## src/rtl/core/bbre_pkg.sv

```systemverilog
package bbre_pkg;

    typedef enum logic [2:0] {
        MODE_INIT  = 3'd0,
        MODE_ADD   = 3'd1,
        MODE_TAS   = 3'd2,
        MODE_EXTR  = 3'd3,
        MODE_COUNT = 3'd4
    } mode_t;

    typedef enum logic [2:0] {
        ST_IDLE,
        ST_READ,
        ST_WAIT,
        ST_WORK,
        ST_OUT
    } state_t;

    localparam int MODE_W   = 3;
    localparam int START_W  = 10;
    localparam int COUNT_W  = 11;
    localparam int RESULT_W = 11;

    // word unit control from the sequencer
    typedef struct packed {
        logic [2:0] mode;
        logic       in_run;
        logic       done_run;
    } wop_t;

endpackage

```

## src/rtl/core/bbre_word_unit.sv

```systemverilog
// Per-word operation: builds the range mask, updates the word, counts bits
// and tracks the extract run within one word.
module bbre_word_unit #(
    parameter int WORD_BITS = 64,
    parameter int BW        = 17
) (
    input  logic [WORD_BITS-1:0] word_in,
    input  logic [BW-1:0]        word_base,
    input  logic [BW-1:0]        lo,
    input  logic [BW:0]          hi,
    input  bbre_pkg::wop_t       op,
    output logic [WORD_BITS-1:0] word_out,
    output logic [$clog2(WORD_BITS+1)-1:0] ones,
    output logic                 found,
    output logic [$clog2(WORD_BITS)-1:0] first_pos,
    output logic                 run_ends
);
    localparam int PW = $clog2(WORD_BITS);
    logic [WORD_BITS-1:0] mask;
    logic [WORD_BITS-1:0] sel;
    logic [WORD_BITS-1:0] clr;
    logic                 clearing;
    logic                 stop;

    always_comb begin
        for (int i = 0; i < WORD_BITS; i++) begin
            mask[i] = ({1'b0, word_base} + (BW+1)'(i) >= {1'b0, lo})
                   && ({1'b0, word_base} + (BW+1)'(i) < hi);
        end
    end

    assign sel = word_in & mask;

    always_comb begin
        ones = '0;
        for (int i = 0; i < WORD_BITS; i++) begin
            ones = ones + (PW+1)'(sel[i]);
        end
    end

    // extract: clear set bits from the run start until the first zero
    always_comb begin
        found     = 1'b0;
        first_pos = '0;
        for (int i = WORD_BITS-1; i >= 0; i--) begin
            if (word_in[i]) begin
                found     = 1'b1;
                first_pos = PW'(i);
            end
        end
        clr      = '0;
        clearing = op.in_run;
        stop     = 1'b0;
        run_ends = 1'b0;
        for (int i = 0; i < WORD_BITS; i++) begin
            if (!stop && !op.done_run) begin
                if (!clearing && !op.in_run && word_in[i]) clearing = 1'b1;
                if (clearing) begin
                    if (word_in[i]) begin
                        clr[i] = 1'b1;
                    end else begin
                        stop     = 1'b1;
                        run_ends = 1'b1;
                    end
                end
            end
        end
    end

    always_comb begin
        case (op.mode)
            bbre_pkg::MODE_INIT:                      word_out = mask;
            bbre_pkg::MODE_ADD, bbre_pkg::MODE_TAS:   word_out = word_in | mask;
            bbre_pkg::MODE_EXTR:                      word_out = word_in & ~clr;
            default:                                  word_out = word_in;
        endcase
    end
endmodule

```

## src/rtl/core/block_bitmap_range_engine.sv

```systemverilog
// Channel | Dir | tdata fields (low bit up)
// s_axis  | in  | mode[2:0], start_block[12:3], block_count[23:13]
// m_axis  | out | result_value[10:0], run_start[20:11], range_error[21]
//
// Every item walks all map words, one word at a time through a single
// word unit; a new item is not accepted until the last one's result is out.
// Memory read is registered, so each word takes read, wait and write steps.
// Reset clears the valid bit of every word; an invalid word reads as zero.
// s_tready is low from acceptance until the result beat is taken and the engine is back in ST_IDLE.
module block_bitmap_range_engine #(
    parameter int BLOCKS_PER_CHUNK = 1024,
    parameter int WORD_BITS        = 64
) (
    input  logic        aclk,
    input  logic        aresetn,
    input  logic        s_tvalid,
    output logic        s_tready,
    input  logic [23:0] s_tdata,  // mode, start_block, block_count
    output logic        m_tvalid,
    input  logic        m_tready,
    output logic [23:0] m_tdata   // result_value, run_start, range_error
);
    localparam int NW = (BLOCKS_PER_CHUNK + WORD_BITS - 1) / WORD_BITS;
    localparam int AW = (NW > 1) ? $clog2(NW) : 1;
    localparam int BW = $clog2(BLOCKS_PER_CHUNK) + 1;
    localparam int PW = $clog2(WORD_BITS);
    localparam int RW = bbre_pkg::RESULT_W;
    localparam int SW = bbre_pkg::START_W;

    bbre_pkg::state_t state_reg, state_next;
    logic [2:0]    mode_reg;
    logic [BW-1:0] lo_reg;
    logic [BW:0]   hi_reg;
    logic          err_reg;
    logic [AW:0]   idx_reg;
    logic [RW-1:0] val_reg;
    logic [SW-1:0] rs_reg;
    logic          in_run_reg, done_run_reg;
    logic [NW-1:0] valid_reg;
    logic [WORD_BITS-1:0] mem [NW];
    logic [WORD_BITS-1:0] rd_reg;
    logic [23:0]   out_reg;
    logic          out_v_reg;

    logic [2:0]    in_mode;
    logic [bbre_pkg::START_W-1:0] in_start;
    logic [bbre_pkg::COUNT_W-1:0] in_count;
    logic [BW:0]   in_end;
    logic          in_err;

    assign in_mode  = s_tdata[2:0];
    assign in_start = s_tdata[12:3];
    assign in_count = s_tdata[23:13];
    assign in_end   = (BW+1)'(in_start) + (BW+1)'(in_count);

    always_comb begin
        case (in_mode)
            bbre_pkg::MODE_INIT, bbre_pkg::MODE_ADD, bbre_pkg::MODE_COUNT:
                in_err = (in_count == '0) || (in_end > (BW+1)'(BLOCKS_PER_CHUNK));
            bbre_pkg::MODE_TAS:
                in_err = (BW+1)'(in_start) >= (BW+1)'(BLOCKS_PER_CHUNK);
            default: in_err = 1'b0;
        endcase
    end

    logic [AW-1:0] widx;
    logic [WORD_BITS-1:0] w_in, w_out;
    logic [PW:0]   ones;
    logic          found, run_ends;
    logic [PW-1:0] first_pos;
    logic [BW-1:0] wbase;
    bbre_pkg::wop_t op;
    logic [RW-1:0] val_next;
    logic [SW-1:0] rs_next;

    assign widx  = idx_reg[AW-1:0];
    assign w_in  = valid_reg[widx] ? rd_reg : '0;
    assign wbase = BW'(widx) << PW;
    assign op    = '{mode: mode_reg, in_run: in_run_reg, done_run: done_run_reg};

    bbre_word_unit #(.WORD_BITS(WORD_BITS), .BW(BW)) u_word (
        .word_in(w_in), .word_base(wbase), .lo(lo_reg), .hi(hi_reg), .op(op),
        .word_out(w_out), .ones(ones), .found(found), .first_pos(first_pos),
        .run_ends(run_ends)
    );

    // running result including the word under work
    always_comb begin
        val_next = val_reg;
        rs_next  = rs_reg;
        if (!err_reg) begin
            if (mode_reg == bbre_pkg::MODE_COUNT || mode_reg == bbre_pkg::MODE_TAS)
                val_next = val_reg + RW'(ones);
            if (mode_reg == bbre_pkg::MODE_EXTR && !done_run_reg) begin
                if (!in_run_reg && found)
                    rs_next = SW'(wbase + BW'(first_pos));
                val_next = val_reg + RW'($countones(w_in & ~w_out));
            end
        end
    end

    logic last_word;
    assign last_word = (idx_reg == (AW+1)'(NW - 1));
    assign s_tready  = (state_reg == bbre_pkg::ST_IDLE);
    assign m_tvalid  = out_v_reg;
    assign m_tdata   = out_reg;

    always_comb begin
        state_next = state_reg;
        unique case (state_reg)
            bbre_pkg::ST_IDLE: if (s_tvalid) state_next = bbre_pkg::ST_READ;
            bbre_pkg::ST_READ: state_next = bbre_pkg::ST_WAIT;
            bbre_pkg::ST_WAIT: state_next = bbre_pkg::ST_WORK;
            bbre_pkg::ST_WORK: state_next = last_word ? bbre_pkg::ST_OUT
                                                      : bbre_pkg::ST_READ;
            bbre_pkg::ST_OUT:  if (!out_v_reg) state_next = bbre_pkg::ST_IDLE;
            default:           state_next = bbre_pkg::ST_IDLE;
        endcase
    end

    always_ff @(posedge aclk) begin
        if (state_reg == bbre_pkg::ST_READ) rd_reg <= mem[widx];
        if (state_reg == bbre_pkg::ST_WORK && !err_reg) mem[widx] <= w_out;
    end

    always_ff @(posedge aclk) begin
        if (!aresetn) begin
            state_reg <= bbre_pkg::ST_IDLE;
            valid_reg <= '0;
            out_v_reg <= 1'b0;
            idx_reg   <= '0;
        end else begin
            state_reg <= state_next;
            if (out_v_reg && m_tready) out_v_reg <= 1'b0;
            unique case (state_reg)
                bbre_pkg::ST_IDLE: if (s_tvalid) begin
                    mode_reg     <= in_mode;
                    err_reg      <= in_err;
                    lo_reg       <= BW'(in_start);
                    hi_reg       <= (in_mode == bbre_pkg::MODE_TAS)
                                    ? (BW+1)'(in_start) + 1'b1 : in_end;
                    idx_reg      <= '0;
                    val_reg      <= '0;
                    rs_reg       <= '0;
                    in_run_reg   <= 1'b0;
                    done_run_reg <= 1'b0;
                end
                bbre_pkg::ST_WORK: begin
                    idx_reg <= idx_reg + 1'b1;
                    val_reg <= val_next;
                    rs_reg  <= rs_next;
                    if (!err_reg) begin
                        if (mode_reg == bbre_pkg::MODE_INIT ||
                            mode_reg == bbre_pkg::MODE_ADD ||
                            mode_reg == bbre_pkg::MODE_TAS ||
                            mode_reg == bbre_pkg::MODE_EXTR)
                            valid_reg[widx] <= 1'b1;
                        if (mode_reg == bbre_pkg::MODE_EXTR && !done_run_reg) begin
                            if (in_run_reg || found) begin
                                in_run_reg <= 1'b1;
                                if (run_ends) done_run_reg <= 1'b1;
                            end
                        end
                    end
                    if (last_word) begin
                        out_v_reg <= 1'b1;
                        out_reg   <= {2'b0, err_reg, rs_next, val_next};
                    end
                end
                default: ;
            endcase
        end
    end

    a_busy: assert property (@(posedge aclk) disable iff (!aresetn)
        out_v_reg |-> !s_tready) else $error("accept while result pending");
    a_idx: assert property (@(posedge aclk) disable iff (!aresetn)
        idx_reg <= (AW+1)'(NW)) else $error("word index overrun");
    a_out: assert property (@(posedge aclk) disable iff (!aresetn)
        (state_reg == bbre_pkg::ST_WORK && last_word) |=> out_v_reg)
        else $error("result missing");
    a_hold: assert property (@(posedge aclk) disable iff (!aresetn)
        (m_tvalid && !m_tready) |=> (m_tvalid && $stable(m_tdata)))
        else $error("result beat changed while stalled");
endmodule

```

## config.mk

```make
export PLATFORM = sky130hd
export DESIGN_NAME = block_bitmap_range_engine
export DESIGN_NICKNAME = d
export VERILOG_FILES = /design/src/rtl/core/bbre_pkg.sv /design/src/rtl/core/bbre_word_unit.sv /design/src/rtl/core/block_bitmap_range_engine.sv
export SDC_FILE = /design/constraint.sdc
export NUM_CORES = 2
export LEC_CHECK = 0
export BUFFER_PORTS_ARGS = -buffer_cell sky130_fd_sc_hd__buf_2
export CAP_MARGIN = 20
export CORE_MARGIN = 8
export CORE_UTILIZATION = 41
export DETAILED_ROUTE_END_ITERATION = 10
export SLEW_MARGIN = 20
export SYNTH_ARGS = -nofsm -noshare
export SYNTH_HDL_FRONTEND = slang
export SYNTH_SLANG_ARGS = --single-unit
```

## constraint.sdc

```tcl
create_clock -name aclk -period 20.4 [get_ports aclk]
set_input_delay 2.04 -clock aclk [delete_from_list [all_inputs] [get_ports aclk]]
set_output_delay 2.04 -clock aclk [all_outputs]
set_load 0.01 [all_outputs]
```

==> metrics.txt <==
# TYPE chip_impl_metric gauge
chip_impl_metric{name="number_of_library_cell_types_mapped_by_synthesis",unit=""} 113
chip_impl_metric{name="layout.cell_area.non_filler",unit="um^2"} 63200
chip_impl_metric{name="skew",unit="ps"} 36.2
chip_impl_metric{name="clockBufferDepth",unit=""} 3
chip_impl_metric{name="drt-wirelength-per-cell",unit="um"} 29.9
chip_impl_metric{name="ys_seq_area_share",unit="%"} 62.4
chip_impl_metric{name="postPlaceCellArea",unit="um^2"} 59400
chip_impl_metric{name="final_worst_path_period_share",unit="%"} 83.1
chip_impl_metric{name="asyncSetResetFlopFracSynth",unit="%"} 0
chip_impl_metric{name="max-vdd-ir-drop",unit="mV"} 0.0754
chip_impl_metric{name="initial_utilization",unit="%"} 41.2
chip_impl_metric{name="design.die.area",unit="um^2"} 150000
chip_impl_metric{name="ctsHtreeMaxLevel",unit=""} 3
chip_impl_metric{name="final_hold_viol_count",unit=""} 0
chip_impl_metric{name="finish.net_count",unit=""} 3962
chip_impl_metric{name="ys_seq_elements",unit=""} 1184
chip_impl_info{name="hold_path_class",value="flip-flop to flip-flop"} 1
chip_impl_info{name="synth_area_leader_cell",value="edfxtp_1"} 1
chip_impl_metric{name="vias",unit=""} 34300
chip_impl_metric{name="slew_violations",unit=""} 0
chip_impl_metric{name="grt.total_usage",unit="%"} 22.1
chip_impl_metric{name="die_w",unit="um"} 387
chip_impl_info{name="worst_path_most_repeated_cell",value="fa_1"} 1
chip_impl_metric{name="clock_sinks",unit=""} 1184
chip_impl_metric{name="postCtsHoldBufs",unit=""} 0
chip_impl_info{name="worstSetupPathType",value="flip-flop to flip-flop"} 1
chip_impl_metric{name="total_of_max_cap_violations",unit=""} 0
chip_impl_metric{name="design.portCount",unit=""} 54
chip_impl_metric{name="detail_route.wirelength",unit="um"} 169000
chip_impl_metric{name="final_period_minus_worst_setup_slack",unit="ps"} 16950
chip_impl_metric{name="setup_viol",unit=""} 0
chip_impl_metric{name="synth.top_cell.area_share",unit="%"} 61.5
chip_impl_metric{name="vias_per_cell",unit=""} 6.09
chip_impl_info{name="postSynth.topFlopCell",value="edfxtp_1"} 1
chip_impl_metric{name="final_cells",unit=""} 5640
chip_impl_metric{name="critPathMaxFanout",unit=""} 49
chip_impl_metric{name="finalSetupTns",unit="ps"} 0
chip_impl_metric{name="synth_enable_flop_cells",unit=""} 1159
chip_impl_metric{name="die_y",unit="um"} 387
chip_impl_metric{name="floorplan.rows",unit=""} 136
chip_impl_metric{name="floorplan.core_area",unit="um^2"} 137000
chip_impl_metric{name="drive_above_1_share",unit="%"} 21.0
chip_impl_info{name="unrepaired_setup_endpoints_after_global_routing",value="false"} 1
chip_impl_metric{name="numCtsBuffers",unit=""} 119
chip_impl_info{name="synth.area.top_cells",value="edfxtp_1 62%, mux4_2 13%, fa_1 4.0%"} 1
chip_impl_metric{name="port_buffers",unit=""} 51
chip_impl_metric{name="total_congestion_overflow_after_global_routing",unit=""} 0
chip_impl_metric{name="syn2layout_area_growth",unit="%"} 11.8
chip_impl_metric{name="grt_max_degree",unit=""} 61
chip_impl_metric{name="post_synth_inst_count",unit=""} 3648
chip_impl_info{name="worst_setup_path_start_kind",value="flip-flop"} 1
chip_impl_metric{name="grt_pass1_wl",unit="um"} 245000
chip_impl_info{name="outcome",value="complete, no violations"} 1
chip_impl_info{name="type_of_element_capturing_the_critical_path",value="flip-flop"} 1
chip_impl_info{name="tritoncts",value="done"} 1
chip_impl_info{name="cell_class_contributing_the_biggest_share_of_worst_path_delay",value="compound AO/OA/AOI/OAI gates"} 1
chip_impl_metric{name="critical-path-max-stage-delay",unit="ps"} 900
chip_impl_metric{name="worstPathRequired",unit="ps"} 20900
chip_impl_metric{name="synth.cell_area",unit="um^2"} 56500
chip_impl_metric{name="post_cts_buffers",unit=""} 0
chip_impl_metric{name="clock.fmax",unit="MHz"} 59.0
chip_impl_metric{name="detail-route-antenna-nets",unit=""} 0
chip_impl_metric{name="largest_register_ffs",unit=""} 1024
chip_impl_metric{name="synth_warnings",unit=""} 0
chip_impl_metric{name="timing.final.ws_setup",unit="ps"} 3450
chip_impl_metric{name="tightestPinTransition",unit="ps"} 1110
chip_impl_metric{name="clkSlewWorstSetupHoldPaths",unit="ps"} 60
chip_impl_metric{name="cp.buffers_inverters",unit=""} 6
chip_impl_info{name="mostFrequentLayoutCells",value="1159 x edfxtp_1, 320 x mux4_2, 240 x nor2_1, 219 x nand2_1, 170 x a21oi_1"} 1
chip_impl_metric{name="total_power",unit="mW"} 5.25
chip_impl_metric{name="via_count_of_the_first_global_routing_pass",unit=""} 34300
chip_impl_metric{name="critPathArrivalTime",unit="ps"} 17460
chip_impl_info{name="layout.cells.most_common",value="edfxtp_1"} 1
chip_impl_info{name="cp_slowest_cell",value="dfxtp_4"} 1
chip_impl_metric{name="max-slew-margin-rel",unit="%"} 25.4
chip_impl_metric{name="post_synth.cell_area_avg",unit="um^2"} 15.5
chip_impl_metric{name="power.static_leakage",unit="nW"} 20.4
chip_impl_metric{name="cts_repair_resize_count",unit=""} 0
chip_impl_metric{name="worstSkewPairLatency",unit="ps"} 760
chip_impl_metric{name="place.detailed.hpwl",unit="um"} 113000
chip_impl_metric{name="layout.filler_cells",unit=""} 11800
chip_impl_metric{name="placed_cells_incl_taps",unit=""} 5415
chip_impl_metric{name="number_of_antenna_violations_at_the_first_check_in_global_routing",unit=""} 1
chip_impl_metric{name="gp_congestion",unit=""} 1.01
chip_impl_info{name="cts_root_buf",value="clkbuf_16"} 1
chip_impl_metric{name="post-place-ws",unit="ps"} 3290
chip_impl_metric{name="first_pass_iters",unit=""} 6
chip_impl_metric{name="drt-initial-drc-count",unit=""} 4088
chip_impl_metric{name="drc",unit=""} 0
chip_impl_metric{name="p_per_area",unit="nW/um^2"} 83.0
[power breakdown]
part / switching, mW / total [mW] / internal, mW
Combinational: 0.248 / 0.387 / 0.138
Clock: 0.930 / 2.12 / 1.19
Sequential: 0.0514 / 2.74 / 2.69
Total: 1.23 / 5.25 / 4.02
[synthesized netlist by cell type, drive strengths merged (55+ instances only)]
cell type,instances
ha,77
nor2,259
buf,55
nand3,58
nand2,222
nor3,69
and2,58
edfxtp,1159
inv,161
fa,112
mux4,320
a21oi,177
clkbuf,140
o21ai,134
[stage by stage]
stage	hold slack (ps)	util, %
6_report	471	46.1
5_1_grt	483	46.1
3_5_place_dp	457	43.3
2_1_floorplan	440	-
4_1_cts	470	46.0
3_3_place_gp	461	43.2
[cell families (layout without fill, tap and decap cells)]
group | Yosys count | after routing | share of synthesized area, %
mux | 341 | 341 | 13.1
fa+ha+maj | 189 | 189 | 5.67
other cells | 1 | 3 | 0.00663
compound gates | 668 | 668 | 8.03
xor+xnor | 34 | 34 | 0.527
buf+inv | 356 | 552 | 2.47
flops | 1184 | 1184 | 62.4
simple gates | 875 | 875 | 7.72
[worst reg2reg max path: cells and delay by family, from the launching register on]
kind | cells | cell delay, ps
and+or+nand+nor | 15 | 3660
adders and majority gates | 10 | 4950
DFF | 1 | 900
AOI/OAI and AO/OA | 22 | 5970
xor gates and xnor gates | 1 | 140
buffers and inverters | 6 | 750
muxes | 1 | 290
[final cells by class]
cell class                 count  area, um^2  area share, %
tap                         1794        2240           3.55
antenna                        1        2.50        0.00396
clock inverter                88         723           1.14
inverter                     161         604          0.956
sequential                  1184       35300           55.9
clock buffer                 133        3050           4.83
timing repair buffer         170        1160           1.83
multi-input combinational   2109       20100           31.8
[path summary, 6_finish.rpt]
path	startpoint	to	slack [ps]	depth (start not counted)
setup / recovery	idx_reg[3]$_SDFFE_PN0P_	val_reg[10]$_SDFFCE_PN0P_	3450	55
hold reg to reg	valid_reg[1]$_SDFFE_PN0P_	valid_reg[1]$_SDFFE_PN0P_	470	1
setup reg to reg	idx_reg[3]$_SDFFE_PN0P_	val_reg[10]$_SDFFCE_PN0P_	3450	55
hold / removal	valid_reg[1]$_SDFFE_PN0P_	valid_reg[1]$_SDFFE_PN0P_	470	1
[routing by layer]
layer | vias to the layer above | track usage (%) | routed length (um)
met1 | 17900 | 31.8 | 73300
li1 | 14600 | - | -
met5 | - | 0 | 0
met3 | 321 | 4.00 | 12900
met4 | 0 | 7.60 | 6050
met2 | 1549 | 33.9 | 76400
Power figures use the tool's default switching activity.
